===== src/rtl/q2e_pkg.sv =====
// Shared types, widths, constants and helper functions for the quaternion to Euler core.
package q2e_pkg;

  localparam int DATA_WIDTH   = 16;
  localparam int CORDIC_STEPS = 16;
  localparam int FRAC_BITS    = DATA_WIDTH - 1;
  localparam int PROD_W       = DATA_WIDTH + 1;
  localparam int Q_W          = DATA_WIDTH + 3;
  localparam int ROOT_W       = 2 * PROD_W;
  localparam int WORK_FRAC    = 40;
  localparam int SCALE_SH     = WORK_FRAC - FRAC_BITS;
  localparam int CW           = 48;
  localparam int AW           = 34;
  localparam int ANGLE_W      = 16;
  localparam int TABLE_LEN    = 24;
  localparam int NLANES       = 3;

  localparam int LANE_ROLL  = 0;
  localparam int LANE_PITCH = 1;
  localparam int LANE_YAW   = 2;

  typedef struct packed {
    logic signed [DATA_WIDTH-1:0] quat_w;
    logic signed [DATA_WIDTH-1:0] quat_x;
    logic signed [DATA_WIDTH-1:0] quat_y;
    logic signed [DATA_WIDTH-1:0] quat_z;
  } q2e_req_t;

  typedef struct packed {
    logic signed [ANGLE_W-1:0] roll_angle;
    logic signed [ANGLE_W-1:0] pitch_angle;
    logic signed [ANGLE_W-1:0] yaw_angle;
    logic                      pitch_clamped;
  } q2e_res_t;

  typedef struct packed {
    logic                 zero;
    logic signed [CW-1:0] x;
    logic signed [CW-1:0] y;
    logic signed [AW-1:0] ang;
  } q2e_lane_t;

  typedef struct packed {
    logic                        valid;
    logic                        clamped;
    q2e_lane_t [NLANES-1:0]      lane;
  } q2e_stage_t;

  // Arctangent of 2^-idx in 32-bit binary angle units, zero extended.
  function automatic logic signed [AW-1:0] atan_entry(input int unsigned idx);
    logic [31:0] v;
    case (idx)
      0:  v = 32'h20000000;
      1:  v = 32'h12E4051E;
      2:  v = 32'h09FB385B;
      3:  v = 32'h051111D4;
      4:  v = 32'h028B0D43;
      5:  v = 32'h0145D7E1;
      6:  v = 32'h00A2F61E;
      7:  v = 32'h00517C55;
      8:  v = 32'h0028BE53;
      9:  v = 32'h00145F2F;
      10: v = 32'h000A2F98;
      11: v = 32'h000517CC;
      12: v = 32'h00028BE6;
      13: v = 32'h000145F3;
      14: v = 32'h0000A2FA;
      15: v = 32'h0000517D;
      16: v = 32'h000028BE;
      17: v = 32'h0000145F;
      18: v = 32'h00000A30;
      19: v = 32'h00000518;
      20: v = 32'h0000028C;
      21: v = 32'h00000146;
      22: v = 32'h000000A3;
      23: v = 32'h00000051;
      default: v = 32'h0;
    endcase
    return {{(AW-32){1'b0}}, v};
  endfunction

  // Exact product of two Q.F values, floored back to F fraction bits.
  function automatic logic signed [PROD_W-1:0] prod_f(input logic signed [DATA_WIDTH-1:0] a,
                                                      input logic signed [DATA_WIDTH-1:0] b);
    logic signed [2*DATA_WIDTH-1:0] full;
    full = a * b;
    return full[2*DATA_WIDTH-1:DATA_WIDTH-1];
  endfunction

  // Moves a Q.F value to the working fraction width of the CORDIC.
  function automatic logic signed [CW-1:0] scale_q(input logic signed [Q_W-1:0] v);
    logic signed [CW-1:0] ext;
    ext = CW'(v);
    return ext <<< SCALE_SH;
  endfunction

  // Builds the CORDIC start vector; a negative x is first turned by a quarter turn.
  function automatic q2e_lane_t prerot(input logic signed [Q_W-1:0] yv,
                                       input logic signed [Q_W-1:0] xv);
    q2e_lane_t l;
    logic signed [CW-1:0] xs;
    logic signed [CW-1:0] ys;
    xs = scale_q(xv);
    ys = scale_q(yv);
    l.zero = (xv == '0) && (yv == '0);
    l.x    = xs;
    l.y    = ys;
    l.ang  = '0;
    if (xs < 0) begin
      if (ys >= 0) begin
        l.x   = ys;
        l.y   = -xs;
        l.ang = AW'(34'sd1 <<< 30);
      end else begin
        l.x   = -ys;
        l.y   = xs;
        l.ang = -AW'(34'sd1 <<< 30);
      end
    end
    return l;
  endfunction

  // Rounds a 32-bit binary angle to 16-bit units, kept at 18 bits before wrapping.
  function automatic logic signed [AW-17:0] round_ang(input q2e_lane_t l);
    logic signed [AW-1:0] t;
    t = l.ang + AW'(32768);
    if (l.zero) begin
      t = '0;
    end
    return t[AW-1:16];
  endfunction

endpackage


===== src/rtl/q2e_cordic_cell.sv =====
// One vectoring CORDIC iteration for the three angle lanes, registered.
module q2e_cordic_cell #(
  parameter int IDX = 0
) (
  input  logic                 clk_i,
  input  logic                 rst_ni,
  input  q2e_pkg::q2e_stage_t  stage_i,
  output q2e_pkg::q2e_stage_t  stage_o
);
  import q2e_pkg::*;

  localparam logic signed [AW-1:0] Atan = atan_entry(IDX);

  q2e_stage_t stage_d, stage_q;
  logic       valid_q;
  logic signed [CW-1:0] dx [NLANES];
  logic signed [CW-1:0] dy [NLANES];

  always_comb begin
    stage_d = stage_i;
    for (int l = 0; l < NLANES; l++) begin
      dx[l] = $signed(stage_i.lane[l].y) >>> IDX;
      dy[l] = $signed(stage_i.lane[l].x) >>> IDX;
      if ($signed(stage_i.lane[l].y) > 0) begin
        stage_d.lane[l].x   = stage_i.lane[l].x + dx[l];
        stage_d.lane[l].y   = stage_i.lane[l].y - dy[l];
        stage_d.lane[l].ang = stage_i.lane[l].ang + Atan;
      end else begin
        stage_d.lane[l].x   = stage_i.lane[l].x - dx[l];
        stage_d.lane[l].y   = stage_i.lane[l].y + dy[l];
        stage_d.lane[l].ang = stage_i.lane[l].ang - Atan;
      end
    end
  end

  always_ff @(posedge clk_i or negedge rst_ni) begin
    if (!rst_ni) begin
      valid_q <= 1'b0;
    end else begin
      valid_q <= stage_i.valid;
    end
  end

  always_ff @(posedge clk_i) begin
    stage_q <= stage_d;
  end

  always_comb begin
    stage_o       = stage_q;
    stage_o.valid = valid_q;
  end

endmodule


===== config.mk =====
export PLATFORM = sky130hd
export DESIGN_NAME = q2e_cordic_cell
export DESIGN_NICKNAME = d
export VERILOG_FILES = /design/src/rtl/q2e_pkg.sv /design/src/rtl/q2e_cordic_cell.sv
export SDC_FILE = /design/constraint.sdc
export NUM_CORES = 1
export LEC_CHECK = 0
export BUFFER_PORTS_ARGS = -buffer_cell sky130_fd_sc_hd__buf_2
export CAP_MARGIN = 20
export CORE_AREA = 2 2 310 312
export DETAILED_ROUTE_END_ITERATION = 16
export DIE_AREA = 0 0 312 314
export GPL_TIMING_DRIVEN = 0
export PLACE_DENSITY = 0.63
export SLEW_MARGIN = 25
export SYNTH_ARGS = -nofsm -noshare
export SYNTH_HDL_FRONTEND = slang
export SYNTH_SLANG_ARGS = --single-unit

===== constraint.sdc =====
create_clock -name clk_i -period 0.8 [get_ports clk_i]
set_clock_uncertainty 0.15 [all_clocks]
set_input_delay 0.04 -clock clk_i [delete_from_list [all_inputs] [get_ports clk_i]]
set_output_delay 0.04 -clock clk_i [all_outputs]
set_load 0.005 [all_outputs]

* Yosys cells after proc, flatten, opt, wreduce, memory -nomap -nowiden
Index checks and enable logic that the tools add are counted.
** Cells by class
- $add $sub $neg :: 15
- Magnitude comparators :: 3
- Muxes and demuxes :: 3
** Operators with widths (count)
- 130-bit two-way mux :: 3
- 48-bit subtractor :: 6
- 48-bit adder :: 3
- 48-bit by 1-bit > comparator with 1-bit output, second input constant :: 3
- 34-bit by 31-bit adder with 34-bit output, second input constant :: 3
- 34-bit by 31-bit subtractor with 34-bit output, second input constant :: 3
** Storage, ports and cells
- Register bits :: 395
- Bits of input ports :: 397
- Output and inout bits :: 395
- Logic and storage cells :: 35

* Logic depth before layout (Yosys ltp)
Gate-level depths: netlist of run 1.
- Word-level depth :: 2
- Gate-level depth with buffers :: 14
- Depth with buffers taken out :: 13

* Least setup slack after synthesis of run 1
Ideal clock, no wire load.
- Path type :: input -> register
- Start :: input stage_i[165] (netlist bit)
- End :: register stage_q, in the netlist stage_o[211]
- Setup time :: 127 ps
- Arrival time :: 2696 ps
- Data required time :: 523 ps
- Setup slack :: -2174 ps
- Stages :: 12
- Buffers on the path :: 0
- Cell sequence :: ha_1 > fa_1 > nor2b_1 > o311a_1 > o311a_1 > or2_1 > o22a_2 > a31oi_2 > o41ai_4 > a41oi_2 > o21ai_2 > xnor2_1
** RTL lines
- from (decl) :: line q2e_cordic_cell.sv:7 : input q2e_pkg::q2e_stage_t stage_i,
- to (signal assigned) :: line q2e_cordic_cell.sv:45 : stage_q <= stage_d;
- to (decl) :: line q2e_cordic_cell.sv:14 : q2e_stage_t stage_d, stage_q;

==> reports/qor.csv, run 1 <==
stage,metric,value,unit
die,Die H,314,µm
worst_hold_path,hold depth,2,
clock_tree,hold_buf cts,125,
final_layout,synthesis-to-finish area growth,61.6,%
yosys,synthesized area per cell,7.58,µm²
die,I/O pins,792,
timing,Max Fclk,365,MHz
yosys,sequential share of the synthesized area,22.2,%
timing,final hold vios,251,
timing,Period minus WS final,2740,ps
timing,Hold WS,-411,ps
placement,Place WS,-3480,ps
final_layout,nets@finish,6956,
die,Die ar.,98000,µm²
setup_path,CP Launch Type,input pin,
clock_tree,CTS Buf Count,47,
clock_tree,"Reg clk slew, reported paths",60,ps
final_layout,share of layout cells above drive strength 1,41.5,%
global_routing,largest net degree at the start of global routing,16,
global_routing,first-pass GRT wire length,282000,µm
worst_hold_path,worst hold-check path type,in -> reg,
flow_run,Max-Cap Viols,0,
yosys,number of flops mapped to enable cells by yosys,0,
timing,Slew headroom,25.9,%
timing,RSZ-0062 raised after global routing,true,
setup_path,"Critical Path, Cell by Cell","buf_8, ha_4, fa_2, nor2b_4, o311a_1, o311a_1, buf_4, buf_6, o21ai_4, a2111oi_4, o2111ai_4, a31oi_4, a21oi_2, o21ai_1, xnor2_1",
timing,final setup margin,-1940,ps
detailed_routing,Antenna Nets Post-Route,0,
final_layout,Non-Filler Instances,7385,
status,status,finished with violations,
power,VDD IR max,2110,µV
power,total power draw,95.0,mW
clock_tree,CTS tree,yes,
detailed_routing,post-DR wirelength/cell,26.8,µm
detailed_routing,Routed WL,198000,µm
detailed_routing,vias per cell,5.92,
setup_path,CP max FO,3,
clock_tree,clk buf depth,3,
placement,port buffer count,791,
clock_tree,H-tree depth,2,
yosys,ys async rst share,0.255,%
detailed_routing,initial DRC count,4505,
yosys,"Primary FF master, synth",dfxtp_1,
timing,Worst Tran Pin Value,1110,ps
power,PD cells,1660,nW/µm²
power,Sw Share,40.2,%
placement,Final GP Congestion,1.03,
die,die width,312,µm
yosys,Mapped Cells,4674,
timing,Final setup viols,709,
status,failing checks,"hold timing, setup timing",
setup_path,slowest stage cell on the critical path,fa_2,
power,combinational share of power,48.8,%
global_routing,via count of the first global-routing pass,43000,
timing,Final Max Tran Viols,0,
die,core area,94400,µm²
global_routing,total grt overflow,0,
yosys,synthesis warning total,0,
yosys,"Net Count, Synth",5563,
die,row cnt,113,
final_layout,most frequent cells in the layout,"722 x buf_2, 413 x a21oi_1, 391 x dfxtp_1",
global_routing,GRT Total Usage,38.2,%
global_routing,initial antenna violation count,32,
timing,Setup TNS,-592560,ps
setup_path,most frequent CP cell,o311a_1,
setup_path,crit path DAT,3130,ps
detailed_routing,Detailed Routing Iterations Pass 1,8,
detailed_routing,vias post-DR,43700,
detailed_routing,DRC Markers,0,
placement,Placed Cells,6730,
power,Sequential Power Share,26.0,%
die,Starting Density,37.5,%
power,P_int,56.9,mW
yosys,count of cell types in the netlist,101,
timing,final period utilization,342,%
placement,dpl hpwl,153000,µm
power,LEAKAGE,25.1,nW
yosys,synthesized area,35400,µm²
power,power share of the clock group,25.3,%
final_layout,"commonest non-fill, non-tap cell in the layout",buf_2,
setup_path,Worst EP required,1190,ps
clock_tree,clock root buffer,clkbuf_16,
clock_tree,Clock Sinks,392,
setup_path,CP Capture Type,flop,
yosys,number of synthesized register bits,392,
setup_path,max incr delay on CP,390,ps
power,Switching Power,38.1,mW
setup_path,Setup CP Type,in -> reg,
registers in the layout (all words and copies together) (netlist names):
signal and count:
stage_o 391, valid_q 1
synthesized netlist by cell type (all sizes together), types with 76 or more instances:
library cell	n	area (µm²)
a21o	92	692
a21oi	608	3050
buf	76	347
clkbuf	129	485
dfxtp	391	7830
ha	480	6010
inv	443	1660
nand2	269	1010
nand3	84	420
nor2	368	1390
nor3	107	541
nor4	78	500
o21ai	349	1760
o21bai	121	908
xnor2	269	2360
per-layer routing:
| layer | track usage (%) | up-vias | share of wire (%) | routed length [µm] |
|---|---|---|---|---|
| met5 | 0 | - | 0.095 | 189 |
| met4 | 25.9 | 28 | 8.2 | 16300 |
| met3 | 8.94 | 754 | 9.6 | 19100 |
| met2 | 60.8 | 2708 | 44 | 87200 |
| met1 | 45.8 | 20800 | 38 | 75200 |
| li1 | - | 19400 | - | - |
cell type report:
type	count	area, µm²
Tap cell	1265	1580
Timing Repair Buffer	1361	9860
Fill cell	8481	37200
Inverter	454	1910
Sequential cell	392	7850
Clock buffer	59	1310
Clock inverter	26	392
Antenna cell	17	42.5
Multi-Input combinational cell	3623	32300
Buffer	188	2030
logic make-up after synthesis:
kind of cell	count (synthesis)	synth area share [%]
and+or+nand+nor	1159	15.6
AOI/OAI and AO/OA	1627	28.7
muxes	55	1.56
adders and majority gates	492	17.6
buffers and inverters	659	7.16
DFF	392	22.2
xor gates and xnor gates	290	7.17
power groups by stage:
stage	Combinational, mW	Clock [mW]	Sequential [mW]
CTS	43.0	24.4	24.7
detailed placement	34.0	0	25.0
global placement	34.2	0	25.0
floorplan	18.5	0	25.4
finish	46.3	24.0	24.7
global route	48.3	25.1	24.9
timing repair:
action	CTS	global route
buffers inserted	345	106
endpoints found under the setup margin	689	709
endpoints found under the hold margin	305	239
pin swaps	437	227
gates cloned	7	0
resized for setup	1343	353
critical path: cells and delay by family:
| kind | cells | cell delay (ps) |
|---|---|---|
| and+or+nand+nor | 1 | 140 |
| adders and majority gates | 2 | 540 |
| buffers and inverters | 3 | 350 |
| xor gates and xnor gates | 1 | 280 |
| AOI/OAI and AO/OA | 8 | 1750 |
per-stage QoR:
step | cell area, µm² | hold slack [ps] | utilization, %
finish | 57200 | -411 | 60.6
detailed placement | 43200 | -324 | 45.8
global placement | 43200 | -321 | 45.8
global route | 57200 | -424 | 60.6
CTS | 55000 | -447 | 58.2
floorplan | 37700 | -406 | -
path summary, 6_finish.rpt:
kind	endpoint	slack, ps	startpoint
hold / removal	stage_o[161]	-410	stage_i[161]
min in group asynchronous	valid_q	100	rst_ni
max in group asynchronous	valid_q	280	rst_ni
setup / recovery	stage_o[205]	-1940	stage_i[165]
(Power assumes the default switching activity.)
==> run 2, diff against run 1 <==
--- a/config.mk
+++ b/config.mk
@@ -8,6 +8,7 @@
 export BUFFER_PORTS_ARGS = -buffer_cell sky130_fd_sc_hd__buf_2
 export CAP_MARGIN = 20
 export CORE_AREA = 2 2 310 312
+export CTS_BUF_LIST = sky130_fd_sc_hd__clkbuf_16
 export DETAILED_ROUTE_END_ITERATION = 16
 export DIE_AREA = 0 0 312 314
 export GPL_TIMING_DRIVEN = 0
==> reports/qor.csv, run 2 (same netlist as run 1, synthesis figures left out) <==
stage,metric,value,unit,change
status,status,finished with violations,,
status,failing checks,"hold timing, setup timing",,
setup_path,slowest stage cell on the critical path,fa_2,,
setup_path,Buf/Inv on CP,3,,unchanged
clock_tree,hold_buf cts,128,,+2.4%
timing,RSZ-0062 raised after global routing,true,,
final_layout,Largest register FFs,391,,unchanged
final_layout,most frequent cells in the layout,"709 x buf_2, 420 x a21oi_1, 403 x buf_4",,
clock_tree,Clock Sinks,392,,unchanged
power,LEAKAGE,25.1,nW,about the same
setup_path,"Critical Path, Cell by Cell","buf_8, ha_4, fa_2, nor2b_4, o311a_1, o311a_1, buf_4, buf_6, o21ai_4, a2111oi_4, o2111ai_4, a31oi_4, a21oi_2, o21ai_1, xnor2_1",,
setup_path,CP max FO,3,,unchanged
placement,port buffer count,791,,unchanged
detailed_routing,DRC Markers,0,,unchanged
clock_tree,"Reg clk slew, reported paths",60,ps,about the same
global_routing,initial antenna violation count,28,,-13%
setup_path,CP Capture Type,flop,,
final_layout,"commonest non-fill, non-tap cell in the layout",buf_2,,
timing,Final setup viols,712,,+0.42%
detailed_routing,initial DRC count,4624,,+2.6%
global_routing,first-pass GRT wire length,282000,µm,-0.19%
timing,final hold vios,250,,-0.40%
detailed_routing,Detailed Routing Iterations Pass 1,5,,-3
detailed_routing,Routed WL,198000,µm,about the same
final_layout,synthesis-to-finish area growth,61.4,%,about the same
timing,Setup TNS,-599240,ps,-6680 ps
detailed_routing,vias post-DR,43900,,+0.34%
clock_tree,H-tree depth,2,,unchanged
setup_path,Worst EP required,1190,ps,about the same
setup_path,"delay-heaviest family, CP",compound AO/OA/AOI/OAI gates,,
timing,Hold WS,-415,ps,-4.16 ps
setup_path,Setup CP Type,in -> reg,,
die,I/O pins,792,,unchanged
clock_tree,clk buf depth,3,,unchanged
global_routing,GRT Total Usage,38.1,%,-0.091 points
clock_tree,CTS tree,yes,,
flow_run,Max-Cap Viols,0,,unchanged
final_layout,fillers,8494,,+0.15%
die,Die H,314,µm,unchanged
die,row cnt,113,,unchanged
final_layout,share of layout cells above drive strength 1,41.4,%,-0.058 points
power,VDD IR max,2110,µV,about the same
clock_tree,CTS Buf Count,47,,unchanged
setup_path,crit path DAT,3100,ps,-30 ps
timing,Final Max Tran Viols,0,,unchanged
placement,dpl hpwl,153000,µm,unchanged
final_layout,nets@finish,6979,,+0.33%
setup_path,CP Launch Type,input pin,,
global_routing,largest net degree at the start of global routing,16,,unchanged
die,Die ar.,98000,µm²,unchanged
timing,Worst Tran Pin Value,1200,ps,+93.2 ps
detailed_routing,Antenna Nets Post-Route,0,,unchanged
setup_path,max incr delay on CP,360,ps,-30 ps
placement,Placed Cells,6730,,unchanged
final_layout,final design utilization,60.5,%,about the same
timing,final period utilization,339,%,-3.4 points
timing,Slew headroom,19.7,%,-6.2 points
timing,final setup margin,-1910,ps,+26.8 ps
clock_tree,clock root buffer,clkbuf_16,,
timing,Max Fclk,369,MHz,+0.99%
placement,Final GP Congestion,1.03,,unchanged
global_routing,total grt overflow,0,,unchanged
power,PD cells,1640,nW/µm²,-0.92%
detailed_routing,post-DR wirelength/cell,26.7,µm,-0.28%
die,core area,94400,µm²,unchanged
worst_hold_path,worst hold-check path type,in -> reg,,
final_layout,Non-Filler Instances,7404,,+0.26%
global_routing,via count of the first global-routing pass,43100,,+0.14%
die,Starting Density,37.5,%,unchanged
detailed_routing,vias per cell,5.93,,about the same
die,die width,312,µm,unchanged
timing,Period minus WS final,2710,ps,-26.8 ps
setup_path,most frequent CP cell,o311a_1,,
## run 2: path summary, 6_finish.rpt
check | start | cells past startpoint | slack [ps] | endpoint
min in group asynchronous | rst_ni | 3 | 100 | valid_q
max in group asynchronous | rst_ni | 3 | 280 | valid_q
worst min-delay path | stage_i[30] | 2 | -410 | stage_o[30]
worst max-delay path | stage_i[165] | 15 | -1910 | stage_o[205]
## run 2: metal layers
layer  track usage, %  routed length [µm]  up-vias  share of wire, %
li1                 -                   -    19500                 -
met1             45.6               74300    20800                38
met2             60.7               87800     2817                44
met3             8.77               19700      739                10
met4             26.4               15900       24               8.1
met5                0                 155        -             0.078
## run 2: where the power goes
| part | switching [mW] | internal, mW | leakage (nW) | total (mW) |
|---|---|---|---|---|
| logic | 26.9 | 19.4 | 21.0 | 46.3 |
| registers | 1.24 | 23.4 | 3.31 | 24.7 |
| clock network | 9.91 | 13.2 | 0.799 | 23.1 |
| total | 38.1 | 56.0 | 25.1 | 94.0 |
## run 2: metrics by stage
stage	power [mW]	cell area (µm²)	setup WS (ps)
2_1_floorplan	43.8	37700	-1950
3_5_place_dp	59.0	43200	-3480
5_1_grt	97.4	57200	-1910
4_1_cts	91.1	54800	-1820
6_report	94.0	57200	-1910
3_3_place_gp	59.2	43200	-3790
## run 2: area by class of cell
| type | instances | area [µm²] | share of cell area (%) |
|---|---|---|---|
| multi-input combinational | 3623 | 32100 | 56.2 |
| clock inverter | 38 | 437 | 0.764 |
| timing repair buffer | 1386 | 10000 | 17.6 |
| sequential | 392 | 7850 | 13.7 |
| buffer | 186 | 1970 | 3.44 |
| clock buffer | 47 | 1180 | 2.06 |
| antenna | 13 | 32.5 | 0.0569 |
| inverter | 454 | 1930 | 3.38 |
| tap | 1265 | 1580 | 2.77 |
## run 2: what timing repair did
| item | CTS | global route |
|---|---|---|
| gates cloned | 8 | 0 |
| pin swaps | 432 | 243 |
| endpoints found under the setup margin | 689 | 712 |
| endpoints found under the hold margin | 302 | 238 |
| gates resized for setup | 1360 | 342 |
| buffers inserted | 335 | 134 |
