**config.mk**
```make
export PLATFORM = sky130hd
export DESIGN_NAME = q2e_sqrt_cell
export DESIGN_NICKNAME = d
export VERILOG_FILES = /design/src/rtl/q2e_pkg.sv /design/src/rtl/q2e_sqrt_cell.sv
export SDC_FILE = /design/constraint.sdc
export NUM_CORES = 1
export LEC_CHECK = 0
export BUFFER_PORTS_ARGS = -buffer_cell sky130_fd_sc_hd__buf_2
export CORE_ASPECT_RATIO = 1.1
export CORE_MARGIN = 2
export CORE_UTILIZATION = 35
export DETAILED_ROUTE_END_ITERATION = 16
export REMOVE_ABC_BUFFERS = 1
export SLEW_MARGIN = 30
export SYNTH_ARGS = -nofsm -noshare
export SYNTH_HDL_FRONTEND = slang
export SYNTH_SLANG_ARGS = --single-unit
```
**constraint.sdc**
```tcl
create_clock -name clk_i -period 0.8 [get_ports clk_i]
set_input_delay 0.16 -clock clk_i [delete_from_list [all_inputs] [get_ports clk_i]]
set_output_delay 0.16 -clock clk_i [all_outputs]
set_load 0.1 [all_outputs]
```
**src/rtl/q2e_pkg.sv**
```systemverilog
// Shared types, widths, constants and helper functions for the quaternion to Euler core.
package q2e_pkg;

  localparam int DATA_WIDTH   = 16;
  localparam int CORDIC_STEPS = 16;
  localparam int FRAC_BITS    = DATA_WIDTH - 1;
  localparam int PROD_W       = DATA_WIDTH + 1;
  localparam int Q_W          = DATA_WIDTH + 3;
  localparam int ROOT_W       = 2 * PROD_W;
  localparam int WORK_FRAC    = 40;
  localparam int SCALE_SH     = WORK_FRAC - FRAC_BITS;
  localparam int CW           = 48;
  localparam int AW           = 34;
  localparam int ANGLE_W      = 16;
  localparam int TABLE_LEN    = 24;
  localparam int NLANES       = 3;

  localparam int LANE_ROLL  = 0;
  localparam int LANE_PITCH = 1;
  localparam int LANE_YAW   = 2;

  typedef struct packed {
    logic signed [DATA_WIDTH-1:0] quat_w;
    logic signed [DATA_WIDTH-1:0] quat_x;
    logic signed [DATA_WIDTH-1:0] quat_y;
    logic signed [DATA_WIDTH-1:0] quat_z;
  } q2e_req_t;

  typedef struct packed {
    logic signed [ANGLE_W-1:0] roll_angle;
    logic signed [ANGLE_W-1:0] pitch_angle;
    logic signed [ANGLE_W-1:0] yaw_angle;
    logic                      pitch_clamped;
  } q2e_res_t;

  typedef struct packed {
    logic                 zero;
    logic signed [CW-1:0] x;
    logic signed [CW-1:0] y;
    logic signed [AW-1:0] ang;
  } q2e_lane_t;

  typedef struct packed {
    logic                        valid;
    logic                        clamped;
    q2e_lane_t [NLANES-1:0]      lane;
  } q2e_stage_t;

  // Arctangent of 2^-idx in 32-bit binary angle units, zero extended.
  function automatic logic signed [AW-1:0] atan_entry(input int unsigned idx);
    logic [31:0] v;
    case (idx)
      0:  v = 32'h20000000;
      1:  v = 32'h12E4051E;
      2:  v = 32'h09FB385B;
      3:  v = 32'h051111D4;
      4:  v = 32'h028B0D43;
      5:  v = 32'h0145D7E1;
      6:  v = 32'h00A2F61E;
      7:  v = 32'h00517C55;
      8:  v = 32'h0028BE53;
      9:  v = 32'h00145F2F;
      10: v = 32'h000A2F98;
      11: v = 32'h000517CC;
      12: v = 32'h00028BE6;
      13: v = 32'h000145F3;
      14: v = 32'h0000A2FA;
      15: v = 32'h0000517D;
      16: v = 32'h000028BE;
      17: v = 32'h0000145F;
      18: v = 32'h00000A30;
      19: v = 32'h00000518;
      20: v = 32'h0000028C;
      21: v = 32'h00000146;
      22: v = 32'h000000A3;
      23: v = 32'h00000051;
      default: v = 32'h0;
    endcase
    return {{(AW-32){1'b0}}, v};
  endfunction

  // Exact product of two Q.F values, floored back to F fraction bits.
  function automatic logic signed [PROD_W-1:0] prod_f(input logic signed [DATA_WIDTH-1:0] a,
                                                      input logic signed [DATA_WIDTH-1:0] b);
    logic signed [2*DATA_WIDTH-1:0] full;
    full = a * b;
    return full[2*DATA_WIDTH-1:DATA_WIDTH-1];
  endfunction

  // Moves a Q.F value to the working fraction width of the CORDIC.
  function automatic logic signed [CW-1:0] scale_q(input logic signed [Q_W-1:0] v);
    logic signed [CW-1:0] ext;
    ext = CW'(v);
    return ext <<< SCALE_SH;
  endfunction

  // Builds the CORDIC start vector; a negative x is first turned by a quarter turn.
  function automatic q2e_lane_t prerot(input logic signed [Q_W-1:0] yv,
                                       input logic signed [Q_W-1:0] xv);
    q2e_lane_t l;
    logic signed [CW-1:0] xs;
    logic signed [CW-1:0] ys;
    xs = scale_q(xv);
    ys = scale_q(yv);
    l.zero = (xv == '0) && (yv == '0);
    l.x    = xs;
    l.y    = ys;
    l.ang  = '0;
    if (xs < 0) begin
      if (ys >= 0) begin
        l.x   = ys;
        l.y   = -xs;
        l.ang = AW'(34'sd1 <<< 30);
      end else begin
        l.x   = -ys;
        l.y   = xs;
        l.ang = -AW'(34'sd1 <<< 30);
      end
    end
    return l;
  endfunction

  // Rounds a 32-bit binary angle to 16-bit units, kept at 18 bits before wrapping.
  function automatic logic signed [AW-17:0] round_ang(input q2e_lane_t l);
    logic signed [AW-1:0] t;
    t = l.ang + AW'(32768);
    if (l.zero) begin
      t = '0;
    end
    return t[AW-1:16];
  endfunction

endpackage

```
**src/rtl/q2e_sqrt_cell.sv**
```systemverilog
// One cell of the pipelined integer square root: settles one result bit per cycle.
module q2e_sqrt_cell #(
  parameter int K      = 0,
  parameter int SIDE_W = 1
) (
  input  logic                         clk_i,
  input  logic                         rst_ni,
  input  logic                         valid_i,
  input  logic [q2e_pkg::ROOT_W-1:0]   rem_i,
  input  logic [q2e_pkg::ROOT_W-1:0]   root_i,
  input  logic [SIDE_W-1:0]            side_i,
  output logic                         valid_o,
  output logic [q2e_pkg::ROOT_W-1:0]   rem_o,
  output logic [q2e_pkg::ROOT_W-1:0]   root_o,
  output logic [SIDE_W-1:0]            side_o
);
  import q2e_pkg::*;

  localparam logic [ROOT_W-1:0] Bit = ROOT_W'(1) << (2 * K);

  logic              valid_q;
  logic [ROOT_W-1:0] rem_d, rem_q, root_d, root_q, trial;
  logic [SIDE_W-1:0] side_q;

  always_comb begin
    trial = root_i + Bit;
    if (rem_i >= trial) begin
      rem_d  = rem_i - trial;
      root_d = (root_i >> 1) + Bit;
    end else begin
      rem_d  = rem_i;
      root_d = root_i >> 1;
    end
  end

  always_ff @(posedge clk_i or negedge rst_ni) begin
    if (!rst_ni) begin
      valid_q <= 1'b0;
    end else begin
      valid_q <= valid_i;
    end
  end

  always_ff @(posedge clk_i) begin
    rem_q  <= rem_d;
    root_q <= root_d;
    side_q <= side_i;
  end

  assign valid_o = valid_q;
  assign rem_o   = rem_q;
  assign root_o  = root_q;
  assign side_o  = side_q;

endmodule

```
* Word-level counts from Yosys, hierarchy flattened
Cells that the tools add are included.
** Word-level totals
- Flip-flop bits (word level) :: 70
- Bits of input ports :: 72
- Output and inout port bits :: 70
- Logic and storage cells :: 11
** Operators by class
- Add/sub/neg operators :: 3
- Order comparisons :: 1
- Muxes and demuxes :: 2
** Operators by type and width (number)
- $add 33x1->34 const B :: 1
- $add 34x1->34 const B :: 1
- $ge 34x34->1 :: 1
- $mux 34 :: 1
- $sub 34x34->34 :: 1
- $mux 33 :: 1

* Longest topological paths before layout
Gate-level depths: netlist of run 1.
- Depth in word-level cells :: 3
- Gate-level depth with buffers :: 21

* Least setup slack after synthesis of run 1
No wires, ideal clock.
- Path kind :: in2reg
- From :: input port root_i[3] in the netlist's numbering
- To :: register rem_q[11], in the netlist rem_o[11]
- Arrival time :: 4.163 ns
- Data required time :: 0.679 ns
- Setup slack :: -3.483 ns
- Cell stages on the path :: 20
- Buffers on the path :: 4
- Cells stage by stage :: clkbuf_1 -> nand4_1 -> nor3_1 -> and3_1 -> and3_1 -> and2_1 -> clkbuf_1 -> nand3_1 -> xor2_1 -> ha_1 -> buf_2 -> a211oi_1 -> nor2_1 -> nor4_1 -> nor3_1 -> a41oi_1 -> o31a_1 -> buf_6 -> o21ai_4 -> mux2_2
** Between the ends
- Word-level cells in the longest chain between the ends :: 3
- Elaborated cells between the ends (all ways) :: 4
** RTL lines
- from (decl) :: RTL line q2e_sqrt_cell.sv:10 : input logic [q2e_pkg::ROOT_W-1:0] root_i,
- $add 34x1->34 * :: RTL line q2e_sqrt_cell.sv:26 : trial = root_i + Bit;
- $sub 34x34->34 or $ge 34x34->1 (tied branches) :: RTL line q2e_sqrt_cell.sv:28, q2e_sqrt_cell.sv:27
- $mux 34 * :: RTL line q2e_sqrt_cell.sv:27 : if (rem_i >= trial) begin
- via rem_d[11] :: RTL line q2e_sqrt_cell.sv:22 : logic [ROOT_W-1:0] rem_d, rem_q, root_d, root_q, trial;
- to (signal assigned) :: RTL line q2e_sqrt_cell.sv:45 : rem_q <= rem_d;
- to (decl) :: RTL line q2e_sqrt_cell.sv:22
Mark *: on every way through the listed nets, which the timed path passes. The rest lies on a longest branch.
A chain may end at the register's enable or synchronous reset.

* Worst setup path in the final report of run 1
- From :: input port root_i[4] in the netlist's numbering
- To :: register rem_q[5], in the netlist rem_o[5]
Same word-level chain as after synthesis.

==> results of run 1 <==
cells by family after synthesis:
kind of cell / after synthesis / share of synthesized area (%)
buffers and inverters: 44 / 3.73
AOI/OAI and AO/OA: 175 / 21.7
and+or+nand+nor: 221 / 22.2
DFF: 70 / 26.9
muxes: 9 / 1.94
adders and majority gates: 37 / 8.99
xor gates and xnor gates: 87 / 14.6
metrics by stage:
stage / std cells / total power, mW / setup slack, ns / setup TNS [ns]
detailed placement: 1177 / 13.4 / -3.24 / -214.25
floorplan: 613 / 9.31 / -4.07 / -276.35
global route: 1229 / 18.9 / -2.86 / -206.32
global placement: 1177 / 13.3 / -3.15 / -209.17
finish: 1229 / 18.3 / -2.72 / -196.82
CTS: 1221 / 17.9 / -2.53 / -185.34
sequential cells by signal, indices dropped and copies added, names as in the netlist:
signal and flops:
valid_o 1, side_o 1, root_o 34, rem_o 34
layer usage:
layer / part of all wire (%) / vias up / routed length (um)
met3: 4.4 / 48 / 932
li1: - / 3114 / -
met2: 50 / 207 / 10600
met4: 4.1 / 0 / 877
met5: 0 / - / 0
met1: 42 / 3070 / 8870
cells in the final DEF, fill, tap and decap left out, types with 5 or more instances in the layout:
| cell | n |
|---|---|
| nand4_1 | 9 |
| ha_1 | 34 |
| dfxtp_2 | 66 |
| nor3_1 | 17 |
| o211ai_1 | 24 |
| nor2_1 | 30 |
| o21ai_0 | 23 |
| o21ai_2 | 5 |
| buf_4 | 238 |
| a21oi_1 | 51 |
| a21oi_2 | 6 |
| and3_1 | 20 |
| and2_1 | 5 |
| o31ai_2 | 5 |
| nand2_1 | 47 |
| a21o_1 | 10 |
| buf_12 | 73 |
| nor3_4 | 6 |
| xor2_1 | 26 |
| nand3_1 | 19 |
| inv_1 | 14 |
| buf_6 | 22 |
| nor3_2 | 13 |
| clkbuf_16 | 10 |
| and3_4 | 5 |
| xnor2_1 | 58 |
| a31oi_1 | 5 |
| buf_2 | 67 |
| o2111ai_2 | 6 |
| nor2b_1 | 10 |
| mux2_4 | 8 |
| nand2b_1 | 10 |
| or2_2 | 5 |
timing repair:
action,CTS,global route
gates resized for setup,131,70
hold buffers,3,0
pin swaps,34,48
setup buffers,24,7
cloned,1,1
endpoints found under the hold margin,3,0
endpoints found under the setup margin,138,138
power groups by stage:
| stage | logic, mW | clock network [mW] | registers (mW) |
|---|---|---|---|
| final | 9.70 | 4.18 | 4.40 |
| after global routing | 10.1 | 4.36 | 4.45 |
| after CTS | 9.33 | 4.19 | 4.41 |
| after detailed placement | 9.03 | 0 | 4.38 |
| after global placement | 8.96 | 0 | 4.38 |
| after floorplan | 2.05 | 0 | 7.25 |
critical path, delay by kind of cell:
family          cells  cell delay, ns
fa+ha+maj           1            0.38
xor+xnor            1            0.12
simple gates        5            0.75
buf+inv            11            1.51
compound gates      5            0.87
cell type report:
class                      count  area [um^2]  share of cell area [%]
tap                          192          240                    2.36
timing repair buffer         408         3950                    38.7
clock buffer                  11          243                    2.38
clock inverter                 5         58.8                   0.577
inverter                      14         52.6                   0.516
sequential                    70         1490                    14.7
multi-input combinational    529         4150                    40.8
final timing paths:
kind                             end  slack [ns]  cells past startpoint
max in group asynchronous    valid_o        0.60                      2
hold / removal             rem_o[30]        0.04                      2
setup / recovery            rem_o[5]       -2.72                     23
min in group asynchronous    valid_o        0.11                      2
==> impl_results.md, run 1 <==
- Drt via density: 5.24
- DIE AREA: 16000 um^2
- Final Cell Area: 10200 um^2
- Setup Crit Path Kind: primary input to flip-flop
- Largest area contributor in the netlist: dfxtp_1
- Fraction of layout cells with a size suffix above 1: 56.5%
- Nets: 1141
- Post-synth EDFFs: 0
- Sw Ratio: 42.4%
- Post-layout util: 70.2%
- Maximum VDD drop: 1460 uV
- CP max-delay cell: ha_1
- HP Start: rem_i[30]
- Combinational share of power: 53.1%
- Pre-antenna DRT Iters: 5
- DR iter-0 viols: 297
- # IOs: 142
- Ys Warns: 0
- Post-route DRC: 0
- Internal: 10.5 mW
- Critical path origin: root_i[4]
- Remaining global-route overflow: 0
- Initial antenna violation count: 0
- Asr flop ratio synth: 1.43%
- Met3 usage: 4.07%
- Avg Cell Area, Syn: 8.14 um^2
- Largest net degree at the start of global routing: 17
- Largest stage delay on the critical path: 0.38 ns
- Unrepaired setup endpoints after global routing: yes
- Final-report setup violation count: 138
- P_leak: 4.51 nW
- Final min period: 3.52 ns
- Post-synth top cells: dfxtp_1, xnor2_1, a21oi_1
- Placed instance area: 8860 um^2
- Layout fillers: 1105
- GRT Resource Usage Total: 25.6%
- Post-route antenna net violation count: 0
- Dominant cells by area after synthesis: dfxtp_1, xnor2_1, ha_1, a21oi_1, xor2_1
- Max Cap Viol: 0
- Cts bufs inserted: 9
- CTS Root Cell: clkbuf_16
- WL final: 21.3 mm
- M2 GR Usage: 43.8%
- Starting Density: 36.1%
- Endpoint arrival time on the critical path: 3.79 ns
- Final hold viol count: 0
- Tcrit/Tclk final: 440%
- Clk slew on worst S/H paths: 0.06 ns
- Clock power share: 22.8%
- Drt wl/cell: 17.4 um
- Pwr dens: 1790 nW/um^2
- Slew @ Worst Pin: 0.438 ns
- Most used routing layer: met2
- Dpl hpwl: 15.8 mm
- Placeable core area: 14500 um^2
- Failing checks: setup timing
- Flop pwr share: 24.1%
- Htree depth: 3
- Die Ht: 132 um
- Post-synthesis sequential area ratio: 26.9%
- Rel. slew slack: 70.7%
- Vias after detailed routing: 6439
- GPL Wtd Cong: 0.934
- CTS max path bufs: 2
- Mapped Cells: 643
- Hold Crit Class: primary input to flip-flop
- CP Launch Type: primary input
- CTS Sinks: 70
- CP required: 1.08 ns
- First-pass GRT wire length: 32.3 mm
- Num rows: 46
- Synthesized flop and latch total: 70
- Max Slew Vio Count: 0
- Most used cell along the critical path: buf_4
- Post-synthesis cell area: 5240 um^2
- Met1 Use GR: 30.8%
- Vias in the first global route: 6519
- P&R area growth vs syn: 94.6%
- Crit-path max FO: 7
- Worst hold slack: 0.0354 ns
- Primary FF master, synth: dfxtp_1
- N_diodes: 0
- Worst setup margin: -2.72 ns
- CTS tree: done
- # port buffers: 141
- Yosys top cell area share: 26.4%
- CP cell instances: buf_6, nand4_1, buf_4, buf_4, buf_4, buf_4, buf_4, buf_4, nor2_1, xnor2_1, ha_1, o21ai_0, a21oi_1, o21ai_2, a21oi_4, nor4_4, buf_4, nor4_4, buf_6, clkbuf_16, buf_12, nor3_2, a21oi_1
- Die Width: 121 um
- Count leader, synth: dfxtp_1
- Critical path capture point type: flip-flop
- Max Fclk: 0.284 GHz
- Result of the run: finished with violations
- Switching pwr: 7.75 mW
- Yosys cell types: 56
Power figures use the tool's default switching activity.
==> run 2: changes to the inputs <==
Settings changed: ABC_AREA set to 1.
==> impl_results.md, run 2 <==
- First-pass GRT wire length: 42.5 mm (+32%)
- Post-layout util: 76.8% (+6.5 points)
- Delay-heaviest family, CP: simple AND/OR/NAND/NOR gates
- Met3 WL: 2.13 mm (+130%)
- N_diodes: 0 (unchanged)
- # IOs: 142 (unchanged)
- Htree depth: 3 (unchanged)
- CP cell instances: buf_4, nand2_4, nor2_4, buf_4, nand4_1, nor2_2, nand2_4, xor2_4, ha_4, nand2_2, buf_4, inv_1, and3_2, nand3_4, nand2_4, buf_12, nand2_1, nand2_1, nand2_1
- Count leader, synth: nand2_1
- DIE AREA: 18400 um^2 (+15%)
- Unrepaired setup endpoints after global routing: yes
- Largest stage delay on the critical path: 0.30 ns (-0.08 ns)
- Worst hold slack: 0.0179 ns (-0.0175 ns)
- CP max-delay cell: ha_4
- Placeable core area: 17000 um^2 (+17%)
- Max Slew Vio Count: 0 (unchanged)
- Post-route antenna net violation count: 0 (unchanged)
- Nets: 1620 (+42%)
- Die Width: 129 um (+7.3%)
- Vias after detailed routing: 8987 (+40%)
- Drt via density: 5.14 (-2.0%)
- Endpoint arrival time on the critical path: 3.02 ns (-0.77 ns)
- Total Power: 23.2 mW (+27%)
- Post-synth EDFFs: 0 (unchanged)
- Die Ht: 142 um (+7.3%)
- WL final: 32.7 mm (+53%)
- Post-synthesis cell area: 6060 um^2 (+16%)
- CP required: 1.05 ns (-0.03 ns)
- Most common cell after layout, fill and taps aside: buf_4
- GRT Resource Usage Total: 30.2% (+4.6 points)
- Maximum VDD drop: 1120 uV (-23%)
- Final min period: 2.78 ns (-0.741 ns)
- Most frequent cells in the layout: buf_4, nand2_1, inv_1
- Post-synthesis sequential area ratio: 23.2% (-3.6 points)
- Dpl hpwl: 20.5 mm (+29%)
- Asr flop ratio synth: 1.43% (unchanged)
- WP buf/inv: 5 (-6)
- Initial antenna violation count: 0 (unchanged)
- Met2 Wirelength: 15.8 mm (+49%)
- Num rows: 50 (+8.7%)
- Rel. slew slack: 66.4% (-4.3 points)
- Placement Setup Slack: -2.56 ns (+0.676 ns)
- Starting Density: 35.7% (-0.37 points)
- M1 WL: 12.1 mm (+36%)
- Result of the run: finished with violations
- Tcrit/Tclk final: 347% (-93 points)
- Post-route DRC: 0 (unchanged)
- CP Launch Type: primary input
- P&R area growth vs syn: 115%
- Post-synth top cells: nand2_1, inv_1, nor2_1
- Max Cap Viol: 0 (unchanged)
- Remaining global-route overflow: 0 (unchanged)
- Vias in the first global route: 8523 (+31%)
- Hold endpoint: rem_o[4]
- Ys Warns: 0 (unchanged)
- # port buffers: 141 (unchanged)
- Mapped Cells: 1021 (+59%)
- Hold Crit Class: primary input to flip-flop
- Hold Path Stages: 3 (+1)
- Dominant cells by area after synthesis: nand2_1, dfxtp_1, xor2_1, inv_1, ha_1
- Slew @ Worst Pin: 0.502 ns (+0.0647 ns)
- Primary FF master, synth: dfxtp_1
- P_leak: 6.61 nW (+47%)
- Synthesized flop and latch total: 70 (unchanged)
- Highest metal used: met4
- CTS Sinks: 70 (unchanged)
- Pwr dens: 1780 nW/um^2 (-0.64%)
- Final setup TNS: -144.43 ns (+52.39 ns)
- Critical path capture point type: flip-flop
- DR iter-0 viols: 684 (+130%)
- CTS Root Cell: clkbuf_16
- Pre-antenna DRT Iters: 5 (unchanged)
- Final hold viol count: 0 (unchanged)
- Drt wl/cell: 18.7 um (+7.6%)
- Fraction of layout cells with a size suffix above 1: 57.1% (+0.55 points)
- Max Fclk: 0.360 GHz (+27%)
- Avg Cell Area, Syn: 5.93 um^2 (-27%)
- HP Start: rem_i[4]
- GPL Wtd Cong: 0.970 (+3.8%)
- Largest net degree at the start of global routing: 32 (+15)
- Cts bufs inserted: 9 (unchanged)
- Yosys top cell area share: 25.0% (-1.4 points)
- CTS max path bufs: 2 (unchanged)
- Largest area contributor in the netlist: nand2_1
- Clk slew on worst S/H paths: 0.06 ns (about the same)
- Yosys cell types: 33 (-41%)
- Failing checks: setup timing
- Final-report setup violation count: 138 (unchanged)
- CTS tree: done
- Crit-path max FO: 15 (+8)
- Worst setup margin: -1.98 ns (+0.741 ns)
- Setup Crit Path Kind: primary input to flip-flop
==> run 2: changes by cell type after synthesis, moves of 23 or more <==
cell      delta
xor2_1      +40
and3_1      -24
nor2_1      +62
o211ai_1    -23
xnor2_1     -54
inv_1      +128
nand3_1     +31
nand2_1    +352
a21oi_1     -29
==> run 2: how the worst max path moves through the flow <==
stage | from | end | slack [ns] | cells after the start
2_1_floorplan | root_i[1] | rem_o[33] | -2.52 | 19
3_3_place_gp | root_i[1] | rem_o[28] | -2.54 | 22
3_5_place_dp | root_i[1] | rem_o[19] | -2.56 | 22
4_1_cts | root_i[1] | root_o[3] | -1.73 | 22
5_1_grt | root_i[5] | root_o[2] | -2.05 | 19
6_report | root_i[8] | root_o[2] | -1.98 | 19
==> run 2: cell families after synthesis <==
kind of cell | after synthesis | synth area share [%]
compound gates | 71 | 6.14
xor+xnor | 73 | 10.6
fa+ha+maj | 37 | 7.77
buf+inv | 161 | 11.0
flops | 70 | 23.2
simple gates | 609 | 41.3
==> run 2: report_power, final <==
group          switching (mW)  leakage [nW]  internal, mW
Combinational            8.38          5.86          5.51
Sequential              0.518         0.598          4.23
Clock                    1.74         0.148          2.82
==> run 2: layout make-up <==
cell class	instances	area [um^2]
sequential	70	1490
inverter	145	563
tap	234	293
multi-input combinational	791	5560
fill	1089	3940
clock inverter	5	82.6
timing repair buffer	494	4770
clock buffer	11	243
==> run 2: through the flow <==
step                      cells  instance area, um^2
after floorplan            1005                 5930
after global placement     1653                10100
after detailed placement   1653                10100
after CTS                  1719                11900
after global routing       1750                13000
final                      1750                13000
==> run 2: what timing repair did <==
item / 4_1_cts / 5_1_grt
gates resized for setup: 314 / 208
setup buffers: 45 / 31
hold buffers: 3 / 0
setup endpoints to repair: 138 / 138
hold endpoints to repair: 3 / 0
cloned: 3 / 5
pin swaps: 66 / 79
==> run 2: per-layer routing <==
| layer | up-vias | track usage (%) |
|---|---|---|
| met5 | - | 0 |
| met3 | 172 | 4.77 |
| met4 | 0 | 19.3 |
| met1 | 4226 | 35.1 |
| li1 | 4134 | - |
| met2 | 455 | 51.4 |
